[src/design/weighted_string_hash_mod_top_macros.svh]
// ----------------------------------------------------------------------------
// Assertion macros for weighted_string_hash_mod_top
// Clocked on i_clk, disabled while i_rst_n is low.
// ----------------------------------------------------------------------------
`ifndef WEIGHTED_STRING_HASH_MOD_TOP_MACROS_SVH
`define WEIGHTED_STRING_HASH_MOD_TOP_MACROS_SVH

// same-cycle implication
`define WSHM_ASSERT_NOW(lbl, ante, cons) \
    lbl: assert property (@(posedge i_clk) disable iff (!i_rst_n) (ante) |-> (cons)) \
        else $error("wshm assertion failed");

// next-cycle implication
`define WSHM_ASSERT_NEXT(lbl, ante, cons) \
    lbl: assert property (@(posedge i_clk) disable iff (!i_rst_n) (ante) |=> (cons)) \
        else $error("wshm assertion failed");

`endif

[src/design/wshm_pkg.sv]
// ----------------------------------------------------------------------------
// wshm_pkg
// Shared types and constants of the weighted string hash block.
// ----------------------------------------------------------------------------
`timescale 1ns / 1ps

package wshm_pkg;

    localparam int SUM_WIDTH_DEF = 24;
    localparam int KEY_W         = 8;
    localparam int WEIGHT_W      = 16;
    localparam int MOD_W         = 24;
    localparam int PROD_W        = KEY_W + WEIGHT_W;
    localparam int WEIGHT_COUNT  = 7;
    localparam int POS_W         = 3;
    localparam int CFG_IDX_W     = 4;
    localparam int CFG_DATA_W    = 24;

    localparam logic [MOD_W-1:0]    TABLE_SIZE_RST = MOD_W'(65536);
    localparam logic [WEIGHT_W-1:0] WEIGHT_RST     = WEIGHT_W'(1);

    // register indexes
    localparam logic [CFG_IDX_W-1:0] CFG_TABLE_SIZE   = CFG_IDX_W'(0);
    localparam logic [CFG_IDX_W-1:0] CFG_WEIGHT_FIRST = CFG_IDX_W'(1);
    localparam logic [CFG_IDX_W-1:0] CFG_WEIGHT_LAST  = CFG_IDX_W'(7);

    typedef enum logic [1:0] {
        S_IDLE,
        S_MUL,
        S_REM,
        S_WB
    } t_state;

    typedef struct packed {
        logic [MOD_W-1:0]                       table_size;
        logic [WEIGHT_COUNT-1:0][WEIGHT_W-1:0]  weight;
    } t_cfg;

    typedef struct packed {
        logic busy;
        logic done;   // one-cycle pulse, result valid
    } t_unit_sts;

endpackage

[src/design/wshm_cfg.sv]
// ----------------------------------------------------------------------------
// wshm_cfg
// Configuration registers: table size and the seven position weights.
// ----------------------------------------------------------------------------
`timescale 1ns / 1ps

module wshm_cfg (
    input  logic                             i_clk,
    input  logic                             i_rst_n,
    input  logic                             i_cfg_we,
    input  logic [wshm_pkg::CFG_IDX_W-1:0]   i_cfg_index,
    input  logic [wshm_pkg::CFG_DATA_W-1:0]  i_cfg_data,
    output wshm_pkg::t_cfg                   o_cfg
);

    wshm_pkg::t_cfg r_cfg;
    logic [wshm_pkg::POS_W-1:0] w_widx;

    assign w_widx = wshm_pkg::POS_W'(i_cfg_index - wshm_pkg::CFG_WEIGHT_FIRST);

    always_ff @(posedge i_clk) begin
        if (!i_rst_n) begin
            r_cfg.table_size <= wshm_pkg::TABLE_SIZE_RST;
            for (int k = 0; k < wshm_pkg::WEIGHT_COUNT; k++) begin
                r_cfg.weight[k] <= wshm_pkg::WEIGHT_RST;
            end
        end else if (i_cfg_we) begin
            if (i_cfg_index == wshm_pkg::CFG_TABLE_SIZE) begin
                r_cfg.table_size <= i_cfg_data[wshm_pkg::MOD_W-1:0];
            end else if (i_cfg_index inside
                         {[wshm_pkg::CFG_WEIGHT_FIRST:wshm_pkg::CFG_WEIGHT_LAST]}) begin
                r_cfg.weight[w_widx] <= i_cfg_data[wshm_pkg::WEIGHT_W-1:0];
            end
        end
    end

    assign o_cfg = r_cfg;

endmodule

[src/design/wshm_mul.sv]
// ----------------------------------------------------------------------------
// wshm_mul
// Bit-serial multiplier: magnitude times weight, one magnitude bit per cycle,
// MSB first (shift left, conditional add).
// ----------------------------------------------------------------------------
`timescale 1ns / 1ps

module wshm_mul (
    input  logic                             i_clk,
    input  logic                             i_rst_n,
    input  logic                             i_start,
    input  logic [wshm_pkg::KEY_W-1:0]       i_mag,
    input  logic [wshm_pkg::WEIGHT_W-1:0]    i_weight,
    output wshm_pkg::t_unit_sts              o_sts,
    output logic [wshm_pkg::PROD_W-1:0]      o_product
);

    localparam int CNT_W = $clog2(wshm_pkg::KEY_W);
    localparam logic [CNT_W-1:0] CNT_LAST = CNT_W'(wshm_pkg::KEY_W - 1);

    logic                          r_busy;
    logic                          r_done;
    logic [CNT_W-1:0]              r_cnt;
    logic [wshm_pkg::KEY_W-1:0]    r_mag;
    logic [wshm_pkg::WEIGHT_W-1:0] r_weight;
    logic [wshm_pkg::PROD_W-1:0]   r_prod;
    logic [wshm_pkg::PROD_W-1:0]   n_prod;

    assign n_prod = {r_prod[wshm_pkg::PROD_W-2:0], 1'b0}
                  + (r_mag[wshm_pkg::KEY_W-1] ? wshm_pkg::PROD_W'(r_weight)
                                               : '0);

    always_ff @(posedge i_clk) begin
        if (!i_rst_n) begin
            r_busy <= 1'b0;
            r_done <= 1'b0;
            r_cnt  <= '0;
        end else begin
            r_done <= 1'b0;
            if (i_start) begin
                r_busy <= 1'b1;
                r_cnt  <= '0;
            end else if (r_busy) begin
                r_cnt <= r_cnt + CNT_W'(1);
                if (r_cnt == CNT_LAST) begin
                    r_busy <= 1'b0;
                    r_done <= 1'b1;
                end
            end
        end
    end

    always_ff @(posedge i_clk) begin
        if (i_start) begin
            r_mag    <= i_mag;
            r_weight <= i_weight;
            r_prod   <= '0;
        end else if (r_busy) begin
            r_mag  <= {r_mag[wshm_pkg::KEY_W-2:0], 1'b0};
            r_prod <= n_prod;
        end
    end

    assign o_sts.busy = r_busy;
    assign o_sts.done = r_done;
    assign o_product  = r_prod;

endmodule

[src/design/wshm_rem.sv]
// ----------------------------------------------------------------------------
// wshm_rem
// Restoring remainder unit: one dividend bit per cycle, MSB first.
// ----------------------------------------------------------------------------
`timescale 1ns / 1ps

module wshm_rem #(
    parameter int DIV_W = wshm_pkg::SUM_WIDTH_DEF + 1
) (
    input  logic                          i_clk,
    input  logic                          i_rst_n,
    input  logic                          i_start,
    input  logic [DIV_W-1:0]              i_dividend,
    input  logic [wshm_pkg::MOD_W-1:0]    i_modulus,
    output wshm_pkg::t_unit_sts           o_sts,
    output logic [wshm_pkg::MOD_W-1:0]    o_remainder
);

    localparam int CNT_W = $clog2(DIV_W);
    localparam logic [CNT_W-1:0] CNT_LAST = CNT_W'(DIV_W - 1);

    logic                         r_busy;
    logic                         r_done;
    logic [CNT_W-1:0]             r_cnt;
    logic [DIV_W-1:0]             r_div;
    logic [wshm_pkg::MOD_W-1:0]   r_mod;
    logic [wshm_pkg::MOD_W-1:0]   r_rem;
    logic [wshm_pkg::MOD_W:0]     w_trial;
    logic [wshm_pkg::MOD_W:0]     w_diff;
    logic                         w_ge;

    // remainder stays below the modulus, so the trial fits in MOD_W+1 bits
    assign w_trial = {r_rem, r_div[DIV_W-1]};
    assign w_diff  = w_trial - {1'b0, r_mod};
    assign w_ge    = (w_trial >= {1'b0, r_mod});

    always_ff @(posedge i_clk) begin
        if (!i_rst_n) begin
            r_busy <= 1'b0;
            r_done <= 1'b0;
            r_cnt  <= '0;
        end else begin
            r_done <= 1'b0;
            if (i_start) begin
                r_busy <= 1'b1;
                r_cnt  <= '0;
            end else if (r_busy) begin
                r_cnt <= r_cnt + CNT_W'(1);
                if (r_cnt == CNT_LAST) begin
                    r_busy <= 1'b0;
                    r_done <= 1'b1;
                end
            end
        end
    end

    always_ff @(posedge i_clk) begin
        if (i_start) begin
            r_div <= i_dividend;
            r_mod <= i_modulus;
            r_rem <= '0;
        end else if (r_busy) begin
            r_div <= {r_div[DIV_W-2:0], 1'b0};
            r_rem <= w_ge ? w_diff[wshm_pkg::MOD_W-1:0] : w_trial[wshm_pkg::MOD_W-1:0];
        end
    end

    assign o_sts.busy   = r_busy;
    assign o_sts.done   = r_done;
    assign o_remainder  = r_rem;

endmodule

[src/design/weighted_string_hash_mod_top.sv]
// ----------------------------------------------------------------------------
// weighted_string_hash_mod_top
// Key bytes in, one bucket index out per key. Each byte goes through the
// bit-serial multiplier, then, after a hand-off, the bit-serial remainder
// unit, then write-back. One byte is in flight at a time; a finished index
// sits in the output register, so the next byte is taken while it waits. A
// table size of zero skips the reduction and the sum wraps at SUM_WIDTH
// bits. Keys must be at least one byte long.
// ----------------------------------------------------------------------------
`timescale 1ns / 1ps
`include "weighted_string_hash_mod_top_macros.svh"

module weighted_string_hash_mod_top #(
    parameter int SUM_WIDTH = wshm_pkg::SUM_WIDTH_DEF
) (
    input  logic                             i_clk,
    input  logic                             i_rst_n,
    input  logic                             i_cfg_we,
    input  logic [wshm_pkg::CFG_IDX_W-1:0]   i_cfg_index,
    input  logic [wshm_pkg::CFG_DATA_W-1:0]  i_cfg_data,
    input  logic                             i_in_valid,
    output logic                             o_in_stall,
    input  logic [wshm_pkg::KEY_W-1:0]       i_key_byte,
    input  logic                             i_last_byte,
    output logic                             o_out_valid,
    input  logic                             i_out_stall,
    output logic [wshm_pkg::MOD_W-1:0]       o_bucket_index
);

    localparam int ACC_W = ((SUM_WIDTH > wshm_pkg::PROD_W) ? SUM_WIDTH
                                                           : wshm_pkg::PROD_W) + 1;
    localparam logic [wshm_pkg::POS_W-1:0] POS_LAST =
        wshm_pkg::POS_W'(wshm_pkg::WEIGHT_COUNT - 1);

    wshm_pkg::t_cfg       w_cfg;
    wshm_pkg::t_unit_sts  w_mul_sts;
    wshm_pkg::t_unit_sts  w_rem_sts;
    wshm_pkg::t_state     r_state;
    wshm_pkg::t_state     n_state;

    logic                          r_last;
    logic [SUM_WIDTH-1:0]          r_sum;
    logic [SUM_WIDTH-1:0]          n_sum;
    logic [wshm_pkg::POS_W-1:0]    r_pos;
    logic [ACC_W-1:0]              r_dividend;
    logic [ACC_W-1:0]              w_dividend;
    logic [ACC_W-1:0]              w_sum_ext;
    logic                          r_out_valid;
    logic [wshm_pkg::MOD_W-1:0]    r_bucket;
    logic [wshm_pkg::KEY_W-1:0]    w_mag;
    logic [wshm_pkg::PROD_W-1:0]   w_product;
    logic [wshm_pkg::MOD_W-1:0]    w_rem;
    logic                          w_accept;
    logic                          w_rem_start;
    logic                          w_wb;
    logic                          w_out_free;

    wshm_cfg u_cfg (
        .i_clk       (i_clk),
        .i_rst_n     (i_rst_n),
        .i_cfg_we    (i_cfg_we),
        .i_cfg_index (i_cfg_index),
        .i_cfg_data  (i_cfg_data),
        .o_cfg       (w_cfg)
    );

    // two's complement magnitude; 0x80 gives 128
    assign w_mag = i_key_byte[wshm_pkg::KEY_W-1] ? (~i_key_byte + wshm_pkg::KEY_W'(1))
                                                 : i_key_byte;

    wshm_mul u_mul (
        .i_clk     (i_clk),
        .i_rst_n   (i_rst_n),
        .i_start   (w_accept),
        .i_mag     (w_mag),
        .i_weight  (w_cfg.weight[r_pos]),
        .o_sts     (w_mul_sts),
        .o_product (w_product)
    );

    assign w_dividend = ACC_W'(r_sum) + ACC_W'(w_product);

    wshm_rem #(
        .DIV_W (ACC_W)
    ) u_rem (
        .i_clk       (i_clk),
        .i_rst_n     (i_rst_n),
        .i_start     (w_rem_start),
        .i_dividend  (w_dividend),
        .i_modulus   (w_cfg.table_size),
        .o_sts       (w_rem_sts),
        .o_remainder (w_rem)
    );

    assign w_out_free = !r_out_valid || !i_out_stall;

    // next state
    always_comb begin
        n_state = r_state;
        case (r_state)
            wshm_pkg::S_IDLE: if (w_accept)       n_state = wshm_pkg::S_MUL;
            wshm_pkg::S_MUL:  if (w_mul_sts.done) n_state = wshm_pkg::S_REM;
            wshm_pkg::S_REM:  if (w_rem_sts.done) n_state = wshm_pkg::S_WB;
            wshm_pkg::S_WB:   if (w_wb)           n_state = wshm_pkg::S_IDLE;
            default:                              n_state = wshm_pkg::S_IDLE;
        endcase
    end

    // state outputs
    always_comb begin
        o_in_stall  = 1'b1;
        w_rem_start = 1'b0;
        w_wb        = 1'b0;
        case (r_state)
            wshm_pkg::S_IDLE: o_in_stall  = 1'b0;
            wshm_pkg::S_MUL:  w_rem_start = w_mul_sts.done;
            wshm_pkg::S_REM:  w_wb        = 1'b0;
            wshm_pkg::S_WB:   w_wb        = !r_last || w_out_free;
            default:          o_in_stall  = 1'b1;
        endcase
    end

    assign w_accept = i_in_valid && !o_in_stall;

    // zero table size means no reduction
    assign n_sum = (w_cfg.table_size == '0) ? r_dividend[SUM_WIDTH-1:0]
                                            : SUM_WIDTH'(w_rem);
    assign w_sum_ext = ACC_W'(n_sum);

    always_ff @(posedge i_clk) begin
        if (!i_rst_n) begin
            r_state     <= wshm_pkg::S_IDLE;
            r_sum       <= '0;
            r_pos       <= '0;
            r_out_valid <= 1'b0;
        end else begin
            r_state <= n_state;
            if (w_wb) begin
                if (r_last) begin
                    r_sum <= '0;
                    r_pos <= '0;
                end else begin
                    r_sum <= n_sum;
                    r_pos <= (r_pos == POS_LAST) ? '0 : r_pos + wshm_pkg::POS_W'(1);
                end
            end
            if (w_wb && r_last) begin
                r_out_valid <= 1'b1;
            end else if (!i_out_stall) begin
                r_out_valid <= 1'b0;
            end
        end
    end

    always_ff @(posedge i_clk) begin
        if (w_accept) begin
            r_last <= i_last_byte;
        end
        if (w_rem_start) begin
            r_dividend <= w_dividend;
        end
        if (w_wb && r_last) begin
            r_bucket <= w_sum_ext[wshm_pkg::MOD_W-1:0];
        end
    end

    assign o_out_valid    = r_out_valid;
    assign o_bucket_index = r_bucket;

    `WSHM_ASSERT_NOW(a_idle_units, !o_in_stall, !w_mul_sts.busy && !w_rem_sts.busy)
    `WSHM_ASSERT_NOW(a_rem_range, w_rem_sts.done && (w_cfg.table_size != '0),
                     w_rem < w_cfg.table_size)
    `WSHM_ASSERT_NEXT(a_key_end, w_wb && r_last,
                      o_out_valid && (r_sum == '0) && (r_pos == '0))
    `WSHM_ASSERT_NOW(a_pos_range, r_state == wshm_pkg::S_WB, r_pos <= POS_LAST)

endmodule
[config.mk]
export PLATFORM = sky130hd
export DESIGN_NAME = weighted_string_hash_mod_top
export DESIGN_NICKNAME = d
export VERILOG_FILES = /design/src/design/wshm_pkg.sv /design/src/design/wshm_cfg.sv /design/src/design/wshm_mul.sv /design/src/design/wshm_rem.sv /design/src/design/weighted_string_hash_mod_top.sv
export VERILOG_INCLUDE_DIRS = /design/src /design/src/design
export SDC_FILE = /design/constraint.sdc
export NUM_CORES = 1
export LEC_CHECK = 0
export BUFFER_PORTS_ARGS = -buffer_cell sky130_fd_sc_hd__buf_2
export CAP_MARGIN = 20
export CORE_MARGIN = 5
export CORE_UTILIZATION = 35
export DETAILED_ROUTE_END_ITERATION = 6
export SLEW_MARGIN = 0
export SYNTH_ARGS = -nofsm -noshare
export SYNTH_HDL_FRONTEND = slang
export SYNTH_SLANG_ARGS = --single-unit
export TNS_END_PERCENT = 20
[constraint.sdc]
create_clock -name i_clk -period 3.07 [get_ports i_clk]
set_input_delay 0.4605 -clock i_clk [delete_from_list [all_inputs] [get_ports i_clk]]
set_output_delay 0.4605 -clock i_clk [all_outputs]
set_load 0.1 [all_outputs]
* Yosys cells after proc, flatten, opt, wreduce, memory -nomap -nowiden *
Index checks and enable logic that the tools add are counted.

cells by class
  add/subtract/negate cells = 8
  magnitude comparators = 6
  eq/ne operators = 11
  multiplexer cells = 34
  bitwise operators = 5
  reduce and logical (&&, ||, !) cells = 21

operator list
  kind                 count
  $bwmux 112           1
  $mux 24              3
  $mux 25              2
  $bmux 16 s3          1
  $demux 16 s3         1
  $mux 16              3
  $add 24x24->25       1
  $ge 25x24->1         1
  $add 24x24->24       1
  $logic_not 24->1     1
  $mux 8               3
  $sub 24x24->24       1
  $mux 1               13
  $add 8x1->8 const B  1
  $lt 3x4->1 const B   2
  $mux 2               4
  $ne 2x1->1 const B   4
  $not 8->8            1
  $pmux 2 s4           1
  $add 3x1->3 const B  2
  $eq 3x3->1 const B   2
  $mux 3               2
  $reduce_or 3->1      2
  $add 5x1->5 const B  1
  other kinds (19)     31

storage, ports and cells
  bits in registers = 348
  bits of input ports = 42
  output and inout bits = 26
  logic and storage cells = 112

* Logic depth before layout (Yosys ltp) *
  word-level depth = 6
  mapped depth = 13
  mapped depth without buffers = 12

* By module *
A second synthesis with hierarchy kept.

unflattened totals
  cells, all modules = 1704
  area, all modules = 17561.8 um^2

modules (own cells, without submodules)
  module                        times used  cells an instance  area each (um^2)  sequential area each (um^2)
  weighted_string_hash_mod_top  1           506                5167.5            2072.0
  wshm_cfg                      1           498                5049.8            2722.6
  wshm_rem                      1           427                4514.3            2092.0
  wshm_mul                      1           273                2830.2            1301.2

* Worst setup path after synthesis *
Ideal clock, no wire load.

  kind = reg2reg
  start point = register r_state[1]
  end point = register r_dividend[0] (enable)
  library setup time = 0.431 ns
  arrival time = 2.587 ns
  required time = 2.639 ns
  slack = 0.053 ns
  stages on the path, launching flop included = 7
  path buffers = 2
  period minus slack after synthesis = 3.017 ns
  cells stage by stage = dfxtp_1 -> inv_1 -> ha_1 -> nand2_1 -> clkinv_1 -> clkbuf_1 -> clkbuf_1

on the way
  word-level cells in the longest chain between the ends = 2

ends and longest elaborated chain
  what                      line                                 source
  start: declaration        weighted_string_hash_mod_top.sv:38   wshm_pkg::t_state r_state;
  start signal: assignment  weighted_string_hash_mod_top.sv:132  r_state <= wshm_pkg::S_IDLE;
  start signal: assignment  weighted_string_hash_mod_top.sv:137  r_state <= n_state;
  $eq 2x1->1                weighted_string_hash_mod_top.sv:114  case (r_state)
  $mux 1                    weighted_string_hash_mod_top.sv:114
  via u_rem.i_start         wshm_rem.sv:12                       input logic i_start,
  end signal: assignment    weighted_string_hash_mod_top.sv:160  r_dividend <= w_dividend;
  end: declaration          weighted_string_hash_mod_top.sv:45   logic [ACC_W-1:0] r_dividend;

The timed path passes the listed nets, and every way through them passes these cells.
A chain may end at the register's enable or synchronous reset.

* Worst setup path after layout *
  start point = register r_sum[1]
  end point = register u_rem.r_div[15] (data pin)

on the way
  word-level cells in the longest chain between the ends = 2

ends and longest elaborated chain
  what                      line                                 source
  start: declaration        weighted_string_hash_mod_top.sv:42   logic [SUM_WIDTH-1:0] r_sum;
  start signal: assignment  weighted_string_hash_mod_top.sv:143  r_sum <= n_sum;
  $add 24x24->25            weighted_string_hash_mod_top.sv:81   assign w_dividend = ACC_W'(r_sum) + ACC_W'(w_product);
  via u_rem.i_dividend[15]  wshm_rem.sv:13                       input logic [DIV_W-1:0] i_dividend,
  $mux 25                   wshm_rem.sv:58                       if (i_start) begin
  end signal: assignment    wshm_rem.sv:59                       r_div <= i_dividend;
  end signal: assignment    wshm_rem.sv:63                       r_div <= {r_div[DIV_W-2:0], 1'b0};
  end: declaration          wshm_rem.sv:25                       logic [DIV_W-1:0] r_div;

The timed path passes the listed nets, and every way through them passes these cells.

==> reports/results.tsv <==
metric	value	unit
launching element type of the critical path	flip-flop	
area enclosed by the die boundary	53700	µm²
Final Hold Fails	0	
Syn. warnings	0	
cell area after placement	18400	µm²
Layout Cells excl Fill	2574	
register bit count reported by yosys	348	
number of max-capacitance violations reported	0	
sw frac	31.4	%
Worst Max-Slew Pin Slew	0.937	ns
maximum clock insertion buffer count	3	
worst slew slack as a fraction of its limit	37.5	%
total of fill cells in the finished design	4830	
number of ports placed on the die boundary	68	
Int Pwr	0.00930	W
number of synthesized flops with an enable pin	122	
maximum clock rate	352	MHz
detailed-route wire length	44500	µm
violation count after the first detailed-route iteration	896	
cell-by-cell trace of the critical path	ha_1 > a211o_1 > a21oi_2 > a41oi_1 > a32oi_1 > nand2b_1 > a21oi_1 > xnor2_1 > mux2_2	
Hold Path Cell Cnt	1	
insertion delay of the later-clocked pin in the worst-skew pair	0.57	ns
proportion of synthesized flip-flops having asynchronous set or reset	0	%
power share of the clock group	35.8	%
routed len/inst	17.3	µm
Site Rows	81	
share of final-layout standard cells stronger than drive strength 1	13.6	%
detailed-route vias per instance	5.21	
leakage power	7.49	nW
final std cell area, no fill	19800	µm²
library cell contributing the largest single delay on the critical path	sky130_fd_sc_hd__a32oi_1	
Clock Sink Count	348	
height of the die	232	µm
number of pins exceeding their max-slew limit in the final report	0	
fraction of the cycle the final worst path needs	92.6	%
portion of total power attributed to sequential cells	40.9	%
commonest non-fill, non-tap cell in the layout	sky130_fd_sc_hd__nand2_1	
netlist area before placement	17200	µm²
share of Yosys cell area claimed by the top area cell type	26.3	%
largest net degree at the start of global routing	65	
Power Dens Cells	685	nW/µm²
remaining global-route overflow	0	
worst path required time	3.37	ns
Syn-to-layout area delta	14.9	%
vias in the first global route	12956	
outcome	completed	
last weighted congestion value of the routability-driven placer	0.841	
number of routed nets with antenna violations	0	
antenna cell count	0	
number of instances in the placed design	2497	
PnR Total Power	0.0136	W
root buffer cell	sky130_fd_sc_hd__clkbuf_16	
dominant cells by area after synthesis	sky130_fd_sc_hd__dfxtp_1 26%, sky130_fd_sc_hd__edfxtp_1 21%, sky130_fd_sc_hd__nand2_1 7.5%, sky130_fd_sc_hd__ha_1 5.4%, sky130_fd_sc_hd__a21oi_1 4.5%	
type of the worst setup path	reg -> reg	
cell taking the most area after synthesis	sky130_fd_sc_hd__dfxtp_1	
arrival time at the worst endpoint	3.14	ns
initial antenna violation count	1	
share of the yosys chip area belonging to registers	47.5	%
most frequent cells in the layout	345 x sky130_fd_sc_hd__nand2_1, 225 x sky130_fd_sc_hd__dfxtp_1, 154 x sky130_fd_sc_hd__a21oi_1	
starting density of the core	35.3	%
RSZ-0062 raised after global routing	false	
Mapped Cells	1834	
crit-path max FO	4	
Max VDD drop	0.466	mV
global-route wire length before repair	70900	µm
number of endpoints failing setup at the final stage	0	
iteration count of the initial detailed-routing pass	5	
clock buffer count from CTS	41	
Distinct cells, synth	72	
cells on worst reg2reg path	9	
post-route DRC violation count	0	
area of the core region	48800	µm²
Hold/Removal Path Class	in -> reg	
All-Layer GR Usage	16.2	%
number of H-tree levels	2	
Port Buf Inserts	67	
post-layout minimum cycle time	2.84	ns
DIE WIDTH	232	µm
combinational fraction of design power	23.3	%
worst setup skew after layout	0.0340	ns
net count reported at finish	1997	
predominant post-synthesis flop cell	sky130_fd_sc_hd__dfxtp_1	
Worst-path clk slew	0.06	ns
dpl hpwl	31600	µm
stage delay of the slowest cell on the critical path	0.41	ns
TritonCTS clock tree	yes	
syn_area_per_cell	9.39	µm²
kind of capture point of the worst setup path	flip-flop	
Synth Net Count	1953	
switching pwr	0.00426	W
summed negative setup slack over all endpoints	0	ns
routed vias	13416	
metal layers:
metal	part of all wire, %	track usage [%]	routed length, µm	vias up
met4	3.4	5.67	1510	2
met2	46	26.5	20500	306
li1	-	-	-	6567
met1	45	21.7	20200	6449
met5	0.016	0	7	-
met3	5.1	2.82	2260	92
critical path: cells and delay by family (launching register included):
family                   cells  cell delay [ns]
AO/OA/AOI/OAI                5             1.43
XOR/XNOR                     1             0.11
flip-flops                   1             0.33
AND/OR/NAND/NOR              1             0.12
multiplexers                 1             0.28
adder cells (fa/ha/maj)      1             0.31
synth_stat cells, types with 16 or more instances:
| cell | instances |
|---|---|
| sky130_fd_sc_hd__o21ai_0 | 65 |
| sky130_fd_sc_hd__nand2_1 | 345 |
| sky130_fd_sc_hd__mux2_2 | 46 |
| sky130_fd_sc_hd__nor2_1 | 130 |
| sky130_fd_sc_hd__nor3_1 | 23 |
| sky130_fd_sc_hd__and3_1 | 19 |
| sky130_fd_sc_hd__and2_1 | 19 |
| sky130_fd_sc_hd__a22oi_1 | 24 |
| sky130_fd_sc_hd__edfxtp_1 | 122 |
| sky130_fd_sc_hd__inv_1 | 56 |
| sky130_fd_sc_hd__clkbuf_1 | 90 |
| sky130_fd_sc_hd__mux2i_1 | 65 |
| sky130_fd_sc_hd__mux4_2 | 16 |
| sky130_fd_sc_hd__a21oi_1 | 155 |
| sky130_fd_sc_hd__nand3_1 | 37 |
| sky130_fd_sc_hd__o21ai_1 | 16 |
| sky130_fd_sc_hd__dfxtp_1 | 226 |
| sky130_fd_sc_hd__xnor2_1 | 36 |
| sky130_fd_sc_hd__a31oi_1 | 24 |
| sky130_fd_sc_hd__ha_1 | 74 |
| sky130_fd_sc_hd__xor2_1 | 27 |
| sky130_fd_sc_hd__a21o_1 | 33 |
power by group through the flow:
| stage | Clock, W | Combinational [W] | Sequential (W) |
|---|---|---|---|
| finish | 0.00485 | 0.00316 | 0.00555 |
| global route | 0.00517 | 0.00351 | 0.00560 |
| CTS | 0.00496 | 0.00314 | 0.00556 |
| detailed placement | 0 | 0.00312 | 0.00566 |
| global placement | 0 | 0.00307 | 0.00565 |
| floorplan | 0 | 0.00229 | 0.00560 |
final timing paths:
| kind | from | end | slack, ns |
|---|---|---|---|
| min | i_last_byte | r_last | 0.12 |
| max | r_sum[1] | u_rem.r_div[15] | 0.23 |
| max reg2reg | r_sum[1] | u_rem.r_div[15] | 0.23 |
| min reg2reg | u_cfg.o_cfg[78] | u_cfg.o_cfg[78] | 0.45 |
registers in the layout (all words and copies together), names as in the netlist, 8 cells and up:
register           cells
u_rem.r_mod           24
u_cfg.o_cfg          136
u_mul.r_mag            8
r_sum                 24
o_bucket_index        24
u_rem.o_remainder     24
u_mul.o_product       24
r_dividend            24
u_mul.r_weight        16
u_rem.r_div           25
logic make-up after synthesis:
group	share of synthesized area [%]
buf+inv	3.82
xor+xnor	3.20
flops	47.5
simple gates	16.3
compound gates	14.6
mux	8.88
fa+ha+maj	5.73
repair_timing:
action	CTS	global route
hold buffers	0	0
setup endpoints to repair	0	2
gates resized for setup	0	3
buffers inserted	0	0
final cells by class:
class                           count  area [µm²]  share of cell area (%)
Tap cell                          664         831                    4.20
Timing Repair Buffer              108         721                    3.64
Inverter                           61         231                    1.17
Sequential cell                   348        8190                    41.4
Multi-Input combinational cell   1318        8460                    42.7
Clock buffer                       60        1220                    6.17
Clock inverter                     15         135                   0.683
through the flow:
step                      hold slack (ns)  util (%)  setup WS (ns)
final                               0.120      40.5          0.227
after detailed placement            0.446      37.6          0.224
after global routing                0.106      40.5       0.000683
after floorplan                     0.430         -         0.0527
after global placement              0.438      37.6          0.226
after CTS                          0.0958      40.4          0.173
(Power assumes the default switching activity.)
